### src/sv/flash_log_ring_writer_assert.svh
// Assertion helpers shared by the log writer modules.
`ifndef FLASH_LOG_RING_WRITER_ASSERT_SVH
`define FLASH_LOG_RING_WRITER_ASSERT_SVH

// Same-cycle implication, gated off during reset.
`define FLRW_ASSERT_IMP(lbl, clk, rst_n, ante, cons, msg) \
    lbl: assert property (@(posedge clk) disable iff (!rst_n) (ante) |-> (cons)) \
        else $error(msg);

// Next-cycle implication, gated off during reset.
`define FLRW_ASSERT_NXT(lbl, clk, rst_n, ante, cons, msg) \
    lbl: assert property (@(posedge clk) disable iff (!rst_n) (ante) |=> (cons)) \
        else $error(msg);

`endif

### src/sv/flrw_pkg.sv
`default_nettype none

package flrw_pkg;

    // Field and internal widths
    localparam int CFG_W       = 20;
    localparam int PTR_W       = 21;   // pointers hold base + size
    localparam int LEN_W       = 13;
    localparam int ADDR_W      = 19;
    localparam int CNT_W       = 20;
    localparam int SRC_W       = 12;
    localparam int NRES_W      = 5;
    localparam int MAX_RESULTS = 24;

    // Request modes
    localparam logic [1:0] MODE_APPEND = 2'd0;
    localparam logic [1:0] MODE_ERASE  = 2'd1;
    localparam logic [1:0] MODE_LOAD   = 2'd2;

    // Erase policies
    localparam logic [1:0] EMODE_NEVER = 2'd0;
    localparam logic [1:0] EMODE_INIT  = 2'd1;
    localparam logic [1:0] EMODE_FULL  = 2'd2;
    localparam logic [1:0] EMODE_RING  = 2'd3;

    // Flash commands
    localparam logic [1:0] CMD_NONE      = 2'd0;
    localparam logic [1:0] CMD_PROG      = 2'd1;
    localparam logic [1:0] CMD_ERASE_BLK = 2'd2;
    localparam logic [1:0] CMD_ERASE_ALL = 2'd3;

    // Register indexes
    localparam logic [1:0] CFG_BASE  = 2'd0;
    localparam logic [1:0] CFG_SIZE  = 2'd1;
    localparam logic [1:0] CFG_EMODE = 2'd2;

    // Datapath operations issued by the controller
    localparam logic [3:0] OP_NOP       = 4'd0;
    localparam logic [3:0] OP_LOAD      = 4'd1;
    localparam logic [3:0] OP_FIX       = 4'd2;
    localparam logic [3:0] OP_WRAP      = 4'd3;
    localparam logic [3:0] OP_ERASE_ALL = 4'd4;
    localparam logic [3:0] OP_CALC      = 4'd5;
    localparam logic [3:0] OP_STEP      = 4'd6;
    localparam logic [3:0] OP_CHECK     = 4'd7;
    localparam logic [3:0] OP_PROG      = 4'd8;
    localparam logic [3:0] OP_BLKRP     = 4'd9;
    localparam logic [3:0] OP_BLK       = 4'd10;
    localparam logic [3:0] OP_NONE      = 4'd11;

    typedef struct packed {
        logic       accept;
        logic [3:0] op;
    } t_cmd;

    typedef struct packed {
        logic [1:0] mode;
        logic [1:0] emode;
        logic       ready;
        logic       size_zero;
        logic       wp_ge_top;
        logic       fit_fail;
        logic       loop_go;
        logic       erase_due;
        logic       nres_zero;
        logic       out_free;
    } t_status;

endpackage

`default_nettype wire

### src/sv/flrw_ctrl.sv
`default_nettype none
`include "flash_log_ring_writer_assert.svh"

module flrw_ctrl (
    input  logic             i_clk,
    input  logic             i_rst_n,
    input  logic             i_in_valid,
    output logic             o_in_ready,
    input  flrw_pkg::t_status i_status,
    output flrw_pkg::t_cmd   o_cmd
);
    import flrw_pkg::*;

    localparam logic [3:0] ST_IDLE     = 4'd0;
    localparam logic [3:0] ST_DISPATCH = 4'd1;
    localparam logic [3:0] ST_LOAD     = 4'd2;
    localparam logic [3:0] ST_FIX      = 4'd3;
    localparam logic [3:0] ST_POLICY   = 4'd4;
    localparam logic [3:0] ST_ERASE    = 4'd5;
    localparam logic [3:0] ST_CALC     = 4'd6;
    localparam logic [3:0] ST_STEP     = 4'd7;
    localparam logic [3:0] ST_CHECK    = 4'd8;
    localparam logic [3:0] ST_PROG     = 4'd9;
    localparam logic [3:0] ST_BLKRP    = 4'd10;
    localparam logic [3:0] ST_BLK      = 4'd11;
    localparam logic [3:0] ST_NONE     = 4'd12;

    logic [3:0] r_state, n_state;
    logic       emit_op;

    // Next state and datapath command
    always_comb begin
        n_state      = r_state;
        o_cmd.accept = 1'b0;
        o_cmd.op     = OP_NOP;
        o_in_ready   = 1'b0;
        unique case (r_state)
            ST_IDLE: begin
                o_in_ready = 1'b1;
                if (i_in_valid) begin
                    o_cmd.accept = 1'b1;
                    n_state      = ST_DISPATCH;
                end
            end
            ST_DISPATCH: begin
                unique case (i_status.mode)
                    MODE_APPEND: n_state = (!i_status.ready || i_status.size_zero) ?
                                           ST_NONE : ST_FIX;
                    MODE_ERASE:  n_state = ST_ERASE;
                    MODE_LOAD:   n_state = (i_status.emode == EMODE_INIT) ?
                                           ST_ERASE : ST_LOAD;
                    default:     n_state = ST_NONE;
                endcase
            end
            ST_LOAD: begin
                o_cmd.op = OP_LOAD;
                n_state  = ST_NONE;
            end
            ST_FIX: begin
                o_cmd.op = OP_FIX;
                n_state  = ST_POLICY;
            end
            ST_POLICY: begin
                unique case (i_status.emode)
                    EMODE_NEVER, EMODE_INIT: n_state = i_status.wp_ge_top ?
                                                       ST_NONE : ST_CALC;
                    EMODE_FULL: n_state = i_status.fit_fail ? ST_ERASE : ST_CALC;
                    EMODE_RING: begin
                        o_cmd.op = OP_WRAP;
                        n_state  = ST_CALC;
                    end
                endcase
            end
            ST_ERASE: begin
                if (i_status.out_free) begin
                    o_cmd.op = OP_ERASE_ALL;
                    n_state  = (i_status.mode == MODE_APPEND) ? ST_CALC : ST_IDLE;
                end
            end
            ST_CALC: begin
                if (i_status.loop_go) begin
                    o_cmd.op = OP_CALC;
                    n_state  = ST_STEP;
                end else begin
                    n_state = i_status.nres_zero ? ST_NONE : ST_IDLE;
                end
            end
            ST_STEP: begin
                o_cmd.op = OP_STEP;
                n_state  = ST_CHECK;
            end
            ST_CHECK: begin
                o_cmd.op = OP_CHECK;
                n_state  = ST_PROG;
            end
            ST_PROG: begin
                if (i_status.out_free) begin
                    o_cmd.op = OP_PROG;
                    n_state  = i_status.erase_due ? ST_BLKRP : ST_CALC;
                end
            end
            ST_BLKRP: begin
                o_cmd.op = OP_BLKRP;
                n_state  = ST_BLK;
            end
            ST_BLK: begin
                if (i_status.out_free) begin
                    o_cmd.op = OP_BLK;
                    n_state  = ST_CALC;
                end
            end
            ST_NONE: begin
                if (i_status.out_free) begin
                    o_cmd.op = OP_NONE;
                    n_state  = ST_IDLE;
                end
            end
            default: n_state = ST_IDLE;
        endcase
    end

    // State register
    always_ff @(posedge i_clk) begin
        if (!i_rst_n) begin
            r_state <= ST_IDLE;
        end else begin
            r_state <= n_state;
        end
    end

    assign emit_op = (o_cmd.op == OP_PROG) || (o_cmd.op == OP_BLK) ||
                     (o_cmd.op == OP_NONE) || (o_cmd.op == OP_ERASE_ALL);

    `FLRW_ASSERT_IMP(a_emit_needs_room, i_clk, i_rst_n, emit_op, i_status.out_free, "result issued while output register busy")
    `FLRW_ASSERT_IMP(a_idle_no_work, i_clk, i_rst_n, o_in_ready, o_cmd.op == OP_NOP, "datapath work while taking an item")
    `FLRW_ASSERT_NXT(a_none_ends_item, i_clk, i_rst_n, o_cmd.op == OP_NONE, o_in_ready, "no-command result did not end the item")

endmodule

`default_nettype wire

### src/sv/flrw_datapath.sv
`default_nettype none
`include "flash_log_ring_writer_assert.svh"

module flrw_datapath #(
    parameter int PAGE_BYTES  = 256,
    parameter int BLOCK_BYTES = 4096,
    parameter int FLASH_BYTES = 524288,
    parameter int MAX_APPEND  = 4096
) (
    input  logic                          i_clk,
    input  logic                          i_rst_n,
    input  flrw_pkg::t_cmd                i_cmd,
    output flrw_pkg::t_status             o_status,
    // configuration
    input  logic                          i_cfg_valid,
    output logic                          o_cfg_ready,
    input  logic [1:0]                    i_cfg_index,
    input  logic [flrw_pkg::CFG_W-1:0]    i_cfg_data,
    // request fields
    input  logic [1:0]                    i_mode,
    input  logic [flrw_pkg::LEN_W-1:0]    i_length,
    input  logic [flrw_pkg::CFG_W-1:0]    i_start_value,
    input  logic [flrw_pkg::CFG_W-1:0]    i_end_value,
    // result channel
    output logic                          o_out_valid,
    input  logic                          i_out_ready,
    output logic [1:0]                    o_command,
    output logic [flrw_pkg::ADDR_W-1:0]   o_address,
    output logic [flrw_pkg::CNT_W-1:0]    o_count,
    output logic [flrw_pkg::SRC_W-1:0]    o_source_offset,
    output logic                          o_last,
    output logic [flrw_pkg::CNT_W-1:0]    o_bytes_used
);
    import flrw_pkg::*;

    localparam logic [PTR_W-1:0]   PAGE_MASK = PTR_W'(PAGE_BYTES - 1);
    localparam logic [PTR_W-1:0]   BLK_MASK  = PTR_W'(BLOCK_BYTES - 1);
    localparam logic [PTR_W:0]     BLOCK_P   = (PTR_W + 1)'(BLOCK_BYTES);
    localparam logic [LEN_W-1:0]   PAGE_L    = LEN_W'(PAGE_BYTES);
    localparam logic [LEN_W-1:0]   MAX_L     = LEN_W'(MAX_APPEND);
    localparam logic [ADDR_W-1:0]  AMASK     = ADDR_W'(FLASH_BYTES - 1);
    localparam logic [CNT_W-1:0]   BLOCK_CNT = CNT_W'(BLOCK_BYTES);
    localparam logic [NRES_W-1:0]  LOOP_LIM  = NRES_W'(MAX_RESULTS - 2);
    localparam logic [NRES_W-1:0]  MORE_LIM  = NRES_W'(MAX_RESULTS - 3);
    localparam logic [NRES_W-1:0]  NRES_TOP  = NRES_W'(MAX_RESULTS);

    // configuration and pointer state
    logic [CFG_W-1:0]  r_base, r_size;
    logic [1:0]        r_emode;
    logic [PTR_W-1:0]  r_top;
    logic [PTR_W-1:0]  r_wp, r_rp;
    logic              r_ready;
    // per-item working registers
    logic [1:0]        r_mode;
    logic [CFG_W-1:0]  r_start, r_end;
    logic [LEN_W-1:0]  r_rem, r_src, r_chunk;
    logic [NRES_W-1:0] r_nres;
    logic [PTR_W-1:0]  r_at, r_nwp, r_pad;
    logic              r_blk_edge;
    // output register
    logic              r_o_valid;
    logic [1:0]        r_o_cmd;
    logic [ADDR_W-1:0] r_o_addr;
    logic [CNT_W-1:0]  r_o_cnt;
    logic [SRC_W-1:0]  r_o_src;
    logic              r_o_last;
    logic [CNT_W-1:0]  r_o_used;

    logic [PTR_W-1:0]  base_p, size_p;
    logic              ring, emit, out_free;
    logic [LEN_W-1:0]  page_room, c1, chunk;
    logic [PTR_W-1:0]  top_room, step_sum, nwp;
    logic [PTR_W:0]    pad_sum, rp_sum;
    logic [PTR_W-1:0]  pad, rp_next;
    logic              erase_due, more_prog, more_blk, erase_last;

    // Clamp a write pointer into [base, top]
    function automatic logic [PTR_W-1:0] fix_w(input logic [PTR_W-1:0] p,
                                               input logic [PTR_W-1:0] lo,
                                               input logic [PTR_W-1:0] hi);
        return (p < lo || p > hi) ? lo : p;
    endfunction

    // Clamp a read pointer into [base, top)
    function automatic logic [PTR_W-1:0] fix_r(input logic [PTR_W-1:0] p,
                                               input logic [PTR_W-1:0] lo,
                                               input logic [PTR_W-1:0] hi);
        return (p < lo || p >= hi) ? lo : p;
    endfunction

    // Live bytes between read and write pointer, modulo 2^20
    function automatic logic [CNT_W-1:0] used_of(input logic [PTR_W-1:0] wp,
                                                 input logic [PTR_W-1:0] rp,
                                                 input logic [PTR_W-1:0] sz,
                                                 input logic             rdy);
        logic [PTR_W-1:0] d;
        d = (rp > wp) ? (sz + wp - rp) : (wp - rp);
        return rdy ? d[CNT_W-1:0] : '0;
    endfunction

    assign base_p   = PTR_W'(r_base);
    assign size_p   = PTR_W'(r_size);
    assign ring     = (r_emode == EMODE_RING);
    assign out_free = !r_o_valid || i_out_ready;
    assign emit     = (i_cmd.op == OP_PROG) || (i_cmd.op == OP_BLK) ||
                      (i_cmd.op == OP_NONE) || (i_cmd.op == OP_ERASE_ALL);

    // chunk size: stop at page end, remaining data and region end
    assign page_room = PAGE_L - LEN_W'(r_wp & PAGE_MASK);
    assign top_room  = r_top - r_wp;
    assign c1        = (page_room < r_rem) ? page_room : r_rem;
    assign chunk     = (PTR_W'(c1) > top_room) ? LEN_W'(top_room) : c1;

    // write pointer after the chunk, ring wrap
    assign step_sum = r_at + PTR_W'(r_chunk);
    assign nwp      = (ring && step_sum >= r_top) ? base_p : step_sum;

    // block ahead of the write pointer
    assign pad_sum = {1'b0, r_nwp} + BLOCK_P;
    assign pad     = (pad_sum >= {1'b0, r_top}) ? base_p : pad_sum[PTR_W-1:0];
    assign rp_sum  = {1'b0, r_rp} + BLOCK_P;
    assign rp_next = (rp_sum >= {1'b0, r_top}) ? base_p : rp_sum[PTR_W-1:0];

    // what follows the current result
    assign erase_due  = ring && r_blk_edge && (r_pad == r_rp);
    assign more_prog  = (r_rem != r_chunk) && (r_nres <= MORE_LIM) && (r_nwp < r_top);
    assign more_blk   = (r_rem != '0) && (r_nres <= MORE_LIM) && (r_wp < r_top);
    assign erase_last = (r_mode != MODE_APPEND) || (r_rem == '0);

    // status toward the controller
    always_comb begin
        o_status.mode      = r_mode;
        o_status.emode     = r_emode;
        o_status.ready     = r_ready;
        o_status.size_zero = (r_size == '0);
        o_status.wp_ge_top = (r_wp >= r_top);
        o_status.fit_fail  = (PTR_W'(r_rem) > size_p) ||
                             (({1'b0, r_wp} + (PTR_W + 1)'(r_rem)) > {1'b0, r_top});
        o_status.loop_go   = (r_rem != '0) && (r_nres <= LOOP_LIM) && (r_wp < r_top);
        o_status.erase_due = erase_due;
        o_status.nres_zero = (r_nres == '0);
        o_status.out_free  = out_free;
    end

    always_ff @(posedge i_clk) begin
        if (!i_rst_n) begin
            r_base    <= '0;
            r_size    <= CFG_W'(524288);
            r_emode   <= EMODE_RING;
            r_top     <= PTR_W'(524288);
            r_wp      <= '0;
            r_rp      <= '0;
            r_ready   <= 1'b0;
            r_nres    <= '0;
            r_o_valid <= 1'b0;
        end else begin
            // register writes
            if (i_cfg_valid) begin
                unique case (i_cfg_index)
                    CFG_BASE:  r_base  <= i_cfg_data;
                    CFG_SIZE:  r_size  <= i_cfg_data;
                    CFG_EMODE: r_emode <= i_cfg_data[1:0];
                    default: ;
                endcase
            end
            r_top <= base_p + size_p;

            // take a new item
            if (i_cmd.accept) begin
                r_mode  <= i_mode;
                r_rem   <= (i_length > MAX_L) ? MAX_L : i_length;
                r_src   <= '0;
                r_nres  <= '0;
                r_start <= i_start_value;
                r_end   <= i_end_value;
            end

            // output valid
            if (emit) begin
                r_o_valid <= 1'b1;
            end else if (i_out_ready) begin
                r_o_valid <= 1'b0;
            end

            unique case (i_cmd.op)
                OP_LOAD: begin
                    r_wp    <= fix_w(PTR_W'(r_end), base_p, r_top);
                    r_rp    <= fix_r(PTR_W'(r_start), base_p, r_top);
                    r_ready <= 1'b1;
                end
                OP_FIX: begin
                    r_wp <= fix_w(r_wp, base_p, r_top);
                    r_rp <= fix_r(r_rp, base_p, r_top);
                end
                OP_WRAP: begin
                    if (r_wp >= r_top) begin
                        r_wp <= base_p;
                    end
                end
                OP_ERASE_ALL: begin
                    r_wp     <= base_p;
                    r_rp     <= base_p;
                    r_ready  <= 1'b1;
                    r_nres   <= r_nres + 1'b1;
                    r_o_cmd  <= CMD_ERASE_ALL;
                    r_o_addr <= ADDR_W'(base_p) & AMASK;
                    r_o_cnt  <= r_size;
                    r_o_src  <= '0;
                    r_o_last <= erase_last;
                    r_o_used <= '0;
                end
                OP_CALC: begin
                    r_at    <= r_wp;
                    r_chunk <= chunk;
                end
                OP_STEP: begin
                    r_nwp <= nwp;
                end
                OP_CHECK: begin
                    r_pad      <= pad;
                    r_blk_edge <= ((r_nwp - base_p) & BLK_MASK) == '0;
                end
                OP_PROG: begin
                    r_wp     <= r_nwp;
                    r_rem    <= r_rem - r_chunk;
                    r_src    <= r_src + r_chunk;
                    r_nres   <= r_nres + 1'b1;
                    r_o_cmd  <= CMD_PROG;
                    r_o_addr <= ADDR_W'(r_at) & AMASK;
                    r_o_cnt  <= CNT_W'(r_chunk);
                    r_o_src  <= r_src[SRC_W-1:0];
                    r_o_last <= !(erase_due || more_prog);
                    r_o_used <= used_of(r_nwp, r_rp, size_p, r_ready);
                end
                OP_BLKRP: begin
                    r_rp <= rp_next;
                end
                OP_BLK: begin
                    r_nres   <= r_nres + 1'b1;
                    r_o_cmd  <= CMD_ERASE_BLK;
                    r_o_addr <= ADDR_W'(r_pad) & AMASK;
                    r_o_cnt  <= BLOCK_CNT;
                    r_o_src  <= '0;
                    r_o_last <= !more_blk;
                    r_o_used <= used_of(r_wp, r_rp, size_p, r_ready);
                end
                OP_NONE: begin
                    r_o_cmd  <= CMD_NONE;
                    r_o_addr <= '0;
                    r_o_cnt  <= '0;
                    r_o_src  <= '0;
                    r_o_last <= 1'b1;
                    r_o_used <= used_of(r_wp, r_rp, size_p, r_ready);
                end
                default: ;
            endcase
        end
    end

    assign o_cfg_ready     = 1'b1;
    assign o_out_valid     = r_o_valid;
    assign o_command       = r_o_cmd;
    assign o_address       = r_o_addr;
    assign o_count         = r_o_cnt;
    assign o_source_offset = r_o_src;
    assign o_last          = r_o_last;
    assign o_bytes_used    = r_o_used;

    `FLRW_ASSERT_IMP(a_chunk_nonzero, i_clk, i_rst_n, i_cmd.op == OP_PROG, (r_chunk != '0) && (r_chunk <= PAGE_L), "program chunk empty or above a page")
    `FLRW_ASSERT_IMP(a_chunk_in_page, i_clk, i_rst_n, i_cmd.op == OP_PROG, ((r_at & PAGE_MASK) + PTR_W'(r_chunk)) <= PTR_W'(PAGE_BYTES), "program chunk crosses a page")
    `FLRW_ASSERT_IMP(a_blk_ring_only, i_clk, i_rst_n, i_cmd.op == OP_BLK, r_emode == EMODE_RING, "block erase outside ring mode")
    `FLRW_ASSERT_IMP(a_result_cap, i_clk, i_rst_n, 1'b1, r_nres <= NRES_TOP, "too many results for one item")
    `FLRW_ASSERT_NXT(a_prog_lands, i_clk, i_rst_n, i_cmd.op == OP_PROG, r_o_valid && (r_o_cmd == CMD_PROG), "program result not presented")

endmodule

`default_nettype wire

### src/sv/flash_log_ring_writer.sv
// After accept the dispatch state leads to an erase or a no-command result, to a pointer
// load and then a no-command result (a store erase instead in erase-on-init mode), or for an
// append to the pointer fix, the erase policy (with a store erase when full) and per chunk the
// calc, step, check and program states, then a block erase where due. Output stalls hold the block longer.
// Reset (i_rst_n low at a clock edge): pointers to zero, not ready, registers to
// base 0, size 524288, ring mode; no clearing pass.
`default_nettype none

module flash_log_ring_writer #(
    parameter int PAGE_BYTES  = 256,
    parameter int BLOCK_BYTES = 4096,
    parameter int FLASH_BYTES = 524288,
    parameter int MAX_APPEND  = 4096
) (
    input  logic                          i_clk,
    input  logic                          i_rst_n,
    // configuration
    input  logic                          i_cfg_valid,
    output logic                          o_cfg_ready,
    input  logic [1:0]                    i_cfg_index,
    input  logic [flrw_pkg::CFG_W-1:0]    i_cfg_data,
    // request channel
    input  logic                          i_in_valid,
    output logic                          o_in_ready,
    input  logic [1:0]                    i_mode,
    input  logic [flrw_pkg::LEN_W-1:0]    i_length,
    input  logic [flrw_pkg::CFG_W-1:0]    i_start_value,
    input  logic [flrw_pkg::CFG_W-1:0]    i_end_value,
    // command channel
    output logic                          o_out_valid,
    input  logic                          i_out_ready,
    output logic [1:0]                    o_command,
    output logic [flrw_pkg::ADDR_W-1:0]   o_address,
    output logic [flrw_pkg::CNT_W-1:0]    o_count,
    output logic [flrw_pkg::SRC_W-1:0]    o_source_offset,
    output logic                          o_last,
    output logic [flrw_pkg::CNT_W-1:0]    o_bytes_used
);
    import flrw_pkg::*;

    t_cmd    cmd;
    t_status status;

    // sequencer
    flrw_ctrl u_ctrl (
        .i_clk      (i_clk),
        .i_rst_n    (i_rst_n),
        .i_in_valid (i_in_valid),
        .o_in_ready (o_in_ready),
        .i_status   (status),
        .o_cmd      (cmd)
    );

    // pointers, chunking and result register
    flrw_datapath #(
        .PAGE_BYTES  (PAGE_BYTES),
        .BLOCK_BYTES (BLOCK_BYTES),
        .FLASH_BYTES (FLASH_BYTES),
        .MAX_APPEND  (MAX_APPEND)
    ) u_datapath (
        .i_clk           (i_clk),
        .i_rst_n         (i_rst_n),
        .i_cmd           (cmd),
        .o_status        (status),
        .i_cfg_valid     (i_cfg_valid),
        .o_cfg_ready     (o_cfg_ready),
        .i_cfg_index     (i_cfg_index),
        .i_cfg_data      (i_cfg_data),
        .i_mode          (i_mode),
        .i_length        (i_length),
        .i_start_value   (i_start_value),
        .i_end_value     (i_end_value),
        .o_out_valid     (o_out_valid),
        .i_out_ready     (i_out_ready),
        .o_command       (o_command),
        .o_address       (o_address),
        .o_count         (o_count),
        .o_source_offset (o_source_offset),
        .o_last          (o_last),
        .o_bytes_used    (o_bytes_used)
    );

endmodule

`default_nettype wire

### config.mk
export PLATFORM = sky130hd
export DESIGN_NAME = flash_log_ring_writer
export DESIGN_NICKNAME = d
export VERILOG_FILES = /design/src/sv/flrw_pkg.sv /design/src/sv/flrw_ctrl.sv /design/src/sv/flrw_datapath.sv /design/src/sv/flash_log_ring_writer.sv
export VERILOG_INCLUDE_DIRS = /design/src /design/src/sv
export SDC_FILE = /design/constraint.sdc
export NUM_CORES = 1
export LEC_CHECK = 0
export BUFFER_PORTS_ARGS = -buffer_cell sky130_fd_sc_hd__buf_2
export CAP_MARGIN = 0
export CORE_MARGIN = 2
export CORE_UTILIZATION = 50
export CTS_CLUSTER_DIAMETER = 30
export DETAILED_ROUTE_END_ITERATION = 10
export PLACE_DENSITY = 0.67
export SETUP_SLACK_MARGIN = 0.05
export SLEW_MARGIN = 20
export SYNTH_ARGS = -nofsm -noshare
export SYNTH_HDL_FRONTEND = slang
export SYNTH_SLANG_ARGS = --single-unit
### constraint.sdc
create_clock -name i_clk -period 6.3 [get_ports i_clk]
set_clock_uncertainty 0.2 [all_clocks]
set_input_delay 0.945 -clock i_clk [delete_from_list [all_inputs] [get_ports i_clk]]
set_output_delay 0.945 -clock i_clk [all_outputs]
set_load 0.02 [all_outputs]
# ---- Yosys cells after proc, flatten, opt, wreduce, memory -nomap -nowiden
# Index checks and enable logic that the tools add are counted.
dict set report totals {
  inputBits 82
  reg_bits 335
  output_inout_bits 77
}
dict set report classes {
  order_cmp 23
  n_addsub 17
  mux 57
  n_eq_ne 40
  n_reduce_logical 62
}
# op count
set ops {}
lappend ops {{$mux W20} 8}
lappend ops {{$pmux W21 S5} 1}
lappend ops {{$mux W13} 7}
lappend ops {{$mux W21} 4}
lappend ops {{$pmux W21 S4} 1}
lappend ops {{$pmux W20 S4} 1}
lappend ops {{$sub A20 B20 Y20} 4}
lappend ops {{$pmux W19 S4} 1}
lappend ops {{$ge A21 B21 Y1} 3}
lappend ops {{$gt A21 B21 Y1} 3}
lappend ops {{$pmux W20 S3} 1}
lappend ops {{$mux W4} 13}
lappend ops {{$pmux W4 S13} 1}
lappend ops {{$add A21 B13 Y22 const B} 2}
lappend ops {{$ge A22 B21 Y1} 2}
lappend ops {{$pmux W4 S11} 1}
lappend ops {{$lt A21 B20 Y1} 2}
lappend ops {{$lt A21 B21 Y1} 2}
lappend ops {{$add A20 B20 Y20} 2}
lappend ops {{$lt A20 B20 Y1} 2}
lappend ops {{$eq A4 B4 Y1 const B} 9}
lappend ops {{$eq A4 B3 Y1 const B} 8}
lappend ops {{$pmux W12 S2} 1}
lappend ops {{$pmux W4 S3} 2}
lappend ops {{other kinds (50)} 118}

# ---- Depth between registers and ports, before layout
# Gate-level depths: netlist (run 1).
dict set report depth {
  ltp_word 10
  ltp_mapped 25
  ltp_nobuf 24
}

# ---- Cells and area by module
# A second synthesis (run 1) with hierarchy kept.
dict set report hier_totals {
  hier_cells 3384
  hier_area_um2 30484.2
}
# module cells_per_inst area_per_inst_um2 instances seq_area_each_um2
set modules_own_cells {}
lappend modules_own_cells {flrw_datapath 3288 29861.1 1 8788.4}
lappend modules_own_cells {flrw_ctrl 96 623.1 1 80.1}

# ---- Least setup slack after synthesis (run 1)
# No wires, ideal clock.
dict set report synth_path {
  path_kind {register -> register}
  from {register u_datapath.r_wp[6]}
  to {register u_datapath.r_nwp[0] (enable)}
  arrival_time_ps 4759
  path_slack_ps 881
  setup_time_ps 460
  path_buffers 0
  synth_period_minus_slack_ps 5419
  path_stages_with_launch 13
  path_cell_list {dfxtp_1 > inv_1 > ha_1 > a21oi_1 > o21ai_0 > a21boi_0 > a21boi_1 > o21a_1 > o21ai_1 > nor4b_1 > o21bai_1 > a31oi_1 > nor4b_1}
}
dict set report synth_between {
  elab_chain_cells 6
}
# element line_no
set synth_rtl {}
lappend synth_rtl {{start: declaration} flrw_datapath.sv:51} ;# logic [PTR_W-1:0] r_wp, r_rp;
lappend synth_rtl {{start signal: assignment} flrw_datapath.sv:187} ;# r_wp <= fix_w(PTR_W'(r_end), base_p, r_top);
lappend synth_rtl {{start signal: assignment} flrw_datapath.sv:192} ;# r_wp <= fix_w(r_wp, base_p, r_top);
lappend synth_rtl {{start signal: assignment} flrw_datapath.sv:197} ;# r_wp <= base_p;
lappend synth_rtl {{$lt A21 B21 Y1} flrw_datapath.sv:139} ;# o_status.loop_go = (r_rem != '0) && (r_nres <= LOOP_LIM) && (r_wp < r_top);
lappend synth_rtl {{$logic_and A1 B1 Y1} flrw_datapath.sv:139}
lappend synth_rtl {{$mux W3} flrw_ctrl.sv:81} ;# if (i_status.loop_go) begin
lappend synth_rtl {{$pmux W4 S11} flrw_ctrl.sv:37} ;# unique case (r_state)
lappend synth_rtl {{$eq A4 B3 Y1} flrw_datapath.sv:185} ;# unique case (i_cmd.op)
lappend synth_rtl {{$reduce_and A2 Y1 (no line)} -}
lappend synth_rtl {{end signal: assignment} flrw_datapath.sv:217} ;# r_nwp <= nwp;
lappend synth_rtl {{end: declaration} flrw_datapath.sv:58} ;# logic [PTR_W-1:0] r_at, r_nwp, r_pad;
# No other way between the ends.
# A chain may end at the register's enable or synchronous reset.

# ---- Worst setup path in the final report (run 1)
dict set report layout_path {
  from {register u_datapath.r_wp[2]}
  to {register u_datapath.r_chunk[1], data pin}
}
dict set report layout_between {
  elab_chain_cells 5
  word_cells_on_any_way 6
}
# element line_no
set layout_rtl {}
lappend layout_rtl {{$sub A9 B8 Y10} flrw_datapath.sv:109} ;# assign page_room = PAGE_L - LEN_W'(r_wp & PAGE_MASK);
lappend layout_rtl {{$lt A13 B13 Y1} flrw_datapath.sv:111} ;# assign c1 = (page_room < r_rem) ? page_room : r_rem;
lappend layout_rtl {{$mux W13} flrw_datapath.sv:111}
lappend layout_rtl {{$gt A13 B21 Y1} flrw_datapath.sv:112} ;# assign chunk = (PTR_W'(c1) > top_room) ? LEN_W'(top_room) : c1;
lappend layout_rtl {{$mux W13 *} flrw_datapath.sv:112}
lappend layout_rtl {{via u_datapath.chunk[1]} flrw_datapath.sv:71} ;# logic [LEN_W-1:0] page_room, c1, chunk;
lappend layout_rtl {{end signal: assignment} flrw_datapath.sv:214} ;# r_chunk <= chunk;
lappend layout_rtl {{end: declaration} flrw_datapath.sv:56} ;# logic [LEN_W-1:0] r_rem, r_src, r_chunk;
# The timed path passes the listed nets; every way through them passes the cells marked *.

==> flow_summary.toml, run 1 <==
[clock_tree]
cts_tree = "yes"
cts-root-buf = "clkbuf_16"
cts_made_buffers = 91
clock_sinks = 334
clk_latency_ns = 0.63
cts_buffer_depth = 3
postCtsSetupRepairBufs = 0
htreeDepth = 3
clk_pin_slew_ns = 0.04

[detailed_routing]
ant_nets = 0
drt-initial-drc-count = 3064
drt_pass1_iterations = 9
wl_microns = 106200
route.detailed.wl_per_inst_microns = 24.07
num_vias = 27210
drc = 0
viasPerCell = 6.171

[synthesis]
ys_warn_count = 0
syn_area_per_cell_sq_um = 8.980
synth-seq-cells = 334
synth-edff-count = 218
netlist_area_sq_um = 30120
synth_ff_type = "edfxtp_1"
ys_seq_area_share_pct = 29.44
yosysUniqueCellTypes = 93
netlist_instances = 3354
synthArstFlopShare_pct = 0

[setup_path]
slowest_delay_ns = 0.52
r2r_cells = 22
required_ns = 6.45
crit_path_frequent_cell = "nand4_1"
setup.worst_path.class = "reg -> reg"
regToRegEndpoint = "u_datapath.r_chunk[1]$_DFFE_PP_"
reg2reg_slack_ns = 0.69
end_kind = "flop"
cp_max_fo = 13
r2r_start = "u_datapath.r_wp[2]$_SDFFE_PN0P_"
crit_path_top_delay_cell = "dfxtp_1"
arrival_ns = 5.76
start_kind = "flop"
crit_path_cell_trace = "inv_1 > nand4_1 > nor2_1 > xnor2_1 > ha_1 > nand2_1 > o21ai_0 > a211oi_1 > nor2_2 > mux2i_1 > inv_1 > ha_1 > nand4_1 > nor4_1 > a2111oi_0 > nand4_1 > a21oi_1 > o311ai_0 > nor4_1 > o2111a_2 > o211ai_4 > mux2_1"

[timing]
max_slew.worst_pin.slew_ns = 1.073
rsz0062_at_grt = "no"
fin_crit_sh_pct = 89.00
maxSlewHeadroom_pct = 26.60
min_period_ns = 5.607
tns_ns = 0
hold_viol_final = 0
fmax_mhz = 178.4
setup_viol = 0
holdWs_ns = 0.2886
finalMaxSlewViolations = 0

[power_and_ir_drop]
power_leakage_uw = 0.01539
vdd_drop_max_mv = 0.4771
powerDensity_nw_per_um2 = 507.8
total_power_uw = 17870

[placed_design]
portBuffers = 157
gp_congestion = 1.009
place_inst = 4239
dp_hpwl_microns = 82720

[floorplan]
io_pins = 159
fp.dieArea_sq_um = 62220
start_util_pct = 50.84
num_rows = 89
core-area_sq_um = 59240
fp.dieH_microns = 249.4
die_w_microns = 249.4

[layout]
layout-drive-gt1-share_pct = 11.91
nets = 4167
synthToLayoutAreaGrowth_pct = 16.81
diodes = 0
finalNonFillerCells = 4410

[run_status]
status = "completed"

[grt]
antenna_found_initial = 2
grt.overflow.total = 0
grt_pass1_wl_microns = 156900
grt_start_max_net_pins = 61
grt_pass1_vias = 25080
gr-usage-all-layers_pct = 33.29

[min_path]
holdPathStages = 1
min_from = "i_end_value[2]"
hold_path_class = "in -> reg"
hold_path_end = "u_datapath.r_end[2]$_DFFE_PP_"

[flow_run]
timing.max_cap.violations = 0
## worst max path at each step
stage / startpoint / endpoint / slack (ns) / depth (start not counted)
4_1_cts: u_datapath.r_wp[2]$_SDFFE_PN0P_ / u_datapath.r_chunk[1]$_DFFE_PP_ / 0.57 / 22
6_report: u_datapath.r_wp[2]$_SDFFE_PN0P_ / u_datapath.r_chunk[1]$_DFFE_PP_ / 0.69 / 22
2_1_floorplan: u_datapath.r_wp[6]$_SDFFE_PN0P_ / u_datapath.r_nwp[0]$_DFFE_PP_ / 0.88 / 12
3_5_place_dp: u_datapath.r_wp[2]$_SDFFE_PN0P_ / u_datapath.r_chunk[1]$_DFFE_PP_ / 0.62 / 22
3_3_place_gp: u_datapath.r_wp[2]$_SDFFE_PN0P_ / u_datapath.r_chunk[1]$_DFFE_PP_ / 0.71 / 22
5_1_grt: u_datapath.r_wp[2]$_SDFFE_PN0P_ / u_datapath.r_chunk[1]$_DFFE_PP_ / 0.15 / 22
## cells in the mapped netlist, drive strengths merged (6+ instances only)
| cell type | number | area [sq um] |
|---|---|---|
| a21oi | 294 | 1483 |
| dfxtp | 116 | 2322 |
| and3 | 19 | 118.9 |
| nor2 | 201 | 762.0 |
| o21bai | 18 | 135.1 |
| nand2b | 42 | 262.8 |
| a211o | 18 | 157.7 |
| a21boi | 10 | 75.07 |
| buf | 32 | 167.7 |
| o31a | 6 | 53.80 |
| edfxtp | 218 | 6546 |
| a211oi | 29 | 222.7 |
| a221oi | 10 | 93.84 |
| nor4 | 18 | 112.6 |
| xnor2 | 116 | 1016 |
| o31ai | 16 | 120.1 |
| nand3b | 18 | 135.1 |
| nor3b | 7 | 52.55 |
| nand4 | 61 | 381.6 |
| o21ai | 203 | 1016 |
| nand3 | 71 | 355.3 |
| nor2b | 43 | 269.0 |
| nand2 | 250 | 938.4 |
| o21a | 40 | 300.3 |
| inv | 308 | 1156 |
| or3 | 13 | 81.33 |
| and2 | 30 | 187.7 |
| a22oi | 30 | 225.2 |
| a21o | 112 | 840.8 |
| fa | 46 | 920.9 |
| a2111oi | 10 | 112.6 |
| mux2 | 14 | 157.6 |
| nor3 | 68 | 345.3 |
| a31oi | 37 | 231.5 |
| mux2i | 37 | 370.4 |
| o211a | 6 | 60.06 |
| xor2 | 77 | 674.4 |
| and4 | 8 | 70.07 |
| clkbuf | 68 | 255.2 |
| a222oi | 40 | 400.4 |
| o211ai | 21 | 171.4 |
| o22ai | 20 | 125.1 |
| ha | 480 | 6006 |
| or2 | 13 | 81.33 |
## worst max-delay path, delay by kind of cell, from the launching register on
family	cells	cell delay, ns
and+or+nand+nor	8	1.42
AOI/OAI and AO/OA	7	1.34
muxes	2	0.73
adders and majority gates	2	0.63
DFF	1	0.52
buffers and inverters	2	0.34
xor gates and xnor gates	1	0.15
## where the power goes
group	internal [uW]	switching, uW
logic	3980	5790
clock network	3320	1550
registers	2690	534
## cell type report
type                    instances  area (sq um)
inverters                     309          1160
multi-input cells            2614         19760
flip-flops and latches        334          8869
clock buffers                 109          2479
clock inverters                62         770.7
fillers                      5292         24060
repair buffers                209          1176
well taps                     773         967.2
## layer usage
| layer | share of wire, % | global-route usage (%) | up-vias |
|---|---|---|---|
| li1 | - | - | 12740 |
| met3 | 9.2 | 6.790 | 306 |
| met5 | 0.021 | 0 | - |
| met4 | 6.8 | 20.14 | 4 |
| met1 | 42 | 44.77 | 12790 |
| met2 | 42 | 49.27 | 1372 |
## state kept, by name, indices dropped and copies added, names as in the netlist, 13 cells and up
register,flops
u_datapath.r_base,20
u_datapath.o_bytes_used,20
u_datapath.r_nwp,21
u_datapath.r_start,20
u_datapath.r_rp,21
u_datapath.r_top,21
u_datapath.r_chunk,13
u_datapath.r_pad,21
u_datapath.r_at,21
u_datapath.r_wp,21
u_datapath.r_rem,13
u_datapath.r_size,20
u_datapath.o_address,19
u_datapath.r_end,20
u_datapath.o_count,20
## stage by stage
step / cell area [sq um] / worst slack [ns] / utilization, %
global route: 35180 / 0.1458 / 59.39
global placement: 31930 / 0.7112 / 53.89
CTS: 35180 / 0.5693 / 59.38
detailed placement: 31930 / 0.6152 / 53.89
floorplan: 30130 / 0.8812 / -
finish: 35180 / 0.6931 / 59.39
## placed cells by master (no fill, tap or decap), drive strengths merged, types with 19 or more instances in the layout
cell type,instances
a211oi,29
a21o,112
a21oi,294
a222oi,40
a22oi,30
a31oi,37
and2,30
and3,19
buf,209
clkbuf,109
clkinv,28
dfxtp,116
edfxtp,218
fa,46
ha,480
inv,323
mux2i,37
nand2,250
nand2b,42
nand3,71
nand4,61
nor2,201
nor2b,43
nor3,68
o211ai,21
o21a,40
o21ai,203
o22ai,20
xnor2,116
xor2,77
## logic make-up after synthesis
group | count (synthesis) | share of synthesized area, %
AO/OA/AOI/OAI | 965 | 20.78
XOR/XNOR | 193 | 5.612
adder cells (fa/ha/maj) | 526 | 23.00
buffers and inverters | 409 | 5.255
flip-flops | 334 | 29.45
multiplexers | 51 | 1.753
other | 2 | 0.02493
AND/OR/NAND/NOR | 874 | 14.13
## repair_timing
item                       4_1_cts  5_1_grt
setup endpoints to repair        0        1
hold buffers                     0        0
resized for setup                0        1
hold endpoints to repair         0        0
Note: power is estimated with default switching activity, not from simulation.
==> run 2: changes to the inputs <==
--- a/config.mk
+++ b/config.mk
@@ -12,7 +12,8 @@
 export CORE_UTILIZATION = 50
 export CTS_CLUSTER_DIAMETER = 30
 export DETAILED_ROUTE_END_ITERATION = 10
-export PLACE_DENSITY = 0.67
+export PLACE_DENSITY = 0.7
+export REMOVE_ABC_BUFFERS = 1
 export SETUP_SLACK_MARGIN = 0.05
 export SLEW_MARGIN = 20
 export SYNTH_ARGS = -nofsm -noshare
==> constraint.sdc (replaced) <==
create_clock -name i_clk -period 5 [get_ports i_clk]
set_clock_uncertainty 0.2 [all_clocks]
set_input_delay 0.75 -clock i_clk [delete_from_list [all_inputs] [get_ports i_clk]]
set_output_delay 0.75 -clock i_clk [all_outputs]
set_load 0.02 [all_outputs]
==> flow_summary.toml, run 2 (same netlist as run 1, synthesis figures left out) <==
[setup_path]
crit_path_end = "u_datapath.r_chunk[1]$_DFFE_PP_"
crit_path_frequent_cell = "ha_4"
cp_max_fo = 4
crit_path_top_delay_cell = "dfxtp_2"
setup.worst_path.class = "reg -> reg"
regToRegEndpoint = "u_datapath.r_chunk[1]$_DFFE_PP_"
crit_path_cell_trace = "inv_2 > ha_4 > ha_4 > nor2b_4 > o21a_1 > o21ai_1 > nand2b_1 > a21oi_1 > o21ai_1 > a211oi_2 > nor2_4 > buf_6 > mux2i_2 > inv_1 > ha_4 > nand4_1 > buf_4 > a211o_1 > nand4_1 > o311ai_2 > nor4_2 > o2111a_2 > o211ai_4 > mux2_4"
arrival_ns = 5.19
reg2reg_slack_ns = 0.006
r2r_cells = 24
required_ns = 5.20
end_kind = "flop"
slowest_delay_ns = 0.34
r2r_start = "u_datapath.r_wp[0]$_SDFFE_PN0P_"
start_kind = "flop"
cp-startpoint = "u_datapath.r_wp[0]$_SDFFE_PN0P_"

[floorplan]
io_pins = 159
core-area_sq_um = 59240
start_util_pct = 50.84
fp.dieArea_sq_um = 62220
die_w_microns = 249.4
num_rows = 89
fp.dieH_microns = 249.4

[timing]
finalMaxSlewViolations = 0
hold_viol_final = 0
min_period_ns = 4.994
fin_crit_sh_pct = 99.88
tns_ns = 0
holdWs_ns = 0.06936
fmax_mhz = 200.2
max_slew.worst_pin.slew_ns = 1.109
maxSlewHeadroom_pct = 25.65
setup_viol = 0
rsz0062_at_grt = "yes"

[layout]
fin_util_pct = 62.30
finalNonFillerCells = 4563
layout-drive-gt1-share_pct = 16.70
layout_common_cells = "ha_1 (470), inv_1 (303), a21oi_1 (282)"
nets = 4319
layout.cells.most_common = "ha_1"
diodes = 0
synthToLayoutAreaGrowth_pct = 22.54

[power_and_ir_drop]
powerDensity_nw_per_um2 = 664.5
clkPwrFrac_pct = 25.6
switching_share_pct = 43.76
vdd_drop_max_mv = 0.4481
netSwitchingPower_uw = 10730
pwr-share-comb_pct = 58.4
seq_power_share_pct = 16.0
internal_power_uw = 13790
power_leakage_uw = 0.01624

[placed_design]
portBuffers = 157
dp_hpwl_microns = 89570
place_inst = 4362
gp_congestion = 1.036

[detailed_routing]
route.detailed.wl_per_inst_microns = 24.79
viasPerCell = 6.253
drt-initial-drc-count = 3226
ant_nets = 0
num_vias = 28530
wl_microns = 113100
drt_pass1_iterations = 8
drc = 0

[clock_tree]
htreeDepth = 3
clk_pin_slew_ns = 0.05
cts_buffer_depth = 3
clock_sinks = 334
cts_tree = "yes"
cts_made_buffers = 91
cts-root-buf = "clkbuf_16"
clk_latency_ns = 0.67

[min_path]
hold_path_class = "in -> reg"

[grt]
gr-usage-all-layers_pct = 35.53
grt_pass1_vias = 27710
grt_pass1_wl_microns = 166500
grt_start_max_net_pins = 73
antenna_found_initial = 1
grt.overflow.total = 0

[run_status]
status = "completed"

[flow_run]
timing.max_cap.violations = 0
==> run 2: cell types whose count changed in the layout (fill, tap and decap cells not counted), moves of 7 or more <==
cell     before  now
buf_4        52  184
buf_12        0   11
ha_1        480  470
ha_4          0    8
a21oi_1     289  282
a21oi_2       5   12
buf_6         0    7
==> run 2: cell type report <==
cell class	instances	area [sq um]
timing repair buffer	361	2516
multi-input combinational	2614	20070
inverter	309	1160
sequential	334	8871
clock inverter	67	930.9
clock buffer	105	2391
tap	773	967.2
fill	5050	22340
==> run 2: per-stage QoR <==
stage	instance area (sq um)	total power [uW]	setup slack (ns)
after global placement	32960	16850	-0.4034
after detailed placement	32960	16950	-0.5081
after floorplan	29710	12710	-1.086
final	36910	24520	0.006108
after global routing	36910	25970	-0.1440
after CTS	36510	23790	0.05774
==> run 2: metal layers <==
layer	GRT usage [%]	wire length [microns]
met5	0	12
met4	17.47	6153
met3	8.824	12530
met2	54.40	48470
met1	46.83	45930
==> run 2: worst min path at each step <==
stage	slack [ns]	start	endpoint	cells past startpoint
finish	0.07	i_start_value[13]	u_datapath.r_start[13]$_DFFE_PP_	1
CTS	0.04	i_start_value[13]	u_datapath.r_start[13]$_DFFE_PP_	1
floorplan	0.25	u_datapath.r_nres[4]$_SDFFE_PN0P_	u_datapath.r_nres[4]$_SDFFE_PN0P_	1
global placement	0.28	u_datapath.r_nres[4]$_SDFFE_PN0P_	u_datapath.r_nres[4]$_SDFFE_PN0P_	1
global route	0.05	i_end_value[15]	u_datapath.r_end[15]$_DFFE_PP_	1
detailed placement	0.29	u_datapath.r_size[1]$_SDFFE_PN0P_	u_datapath.r_size[1]$_SDFFE_PN0P_	2
==> run 2: worst max-delay path: cells and delay by family (launching register included) <==
kind,cells,cell delay (ns)
flops,1,0.34
buf+inv,4,0.49
compound gates,9,1.64
simple gates,6,0.80
fa+ha+maj,3,0.75
mux,2,0.53
==> run 2: power groups by stage <==
stage | Combinational, uW | Clock [uW] | Sequential, uW
floorplan | 8840 | 0 | 3880
global placement | 12900 | 0 | 3920
detailed placement | 13000 | 0 | 3920
CTS | 13600 | 6310 | 3880
global route | 15600 | 6470 | 3940
finish | 14300 | 6270 | 3930
==> run 2: timing repair <==
item                       CTS  global route
setup endpoints to repair   15            32
cloned                       0             2
hold buffers                 0             0
buffers inserted            13            15
pin swaps                   20            42
gates resized for setup     26            48
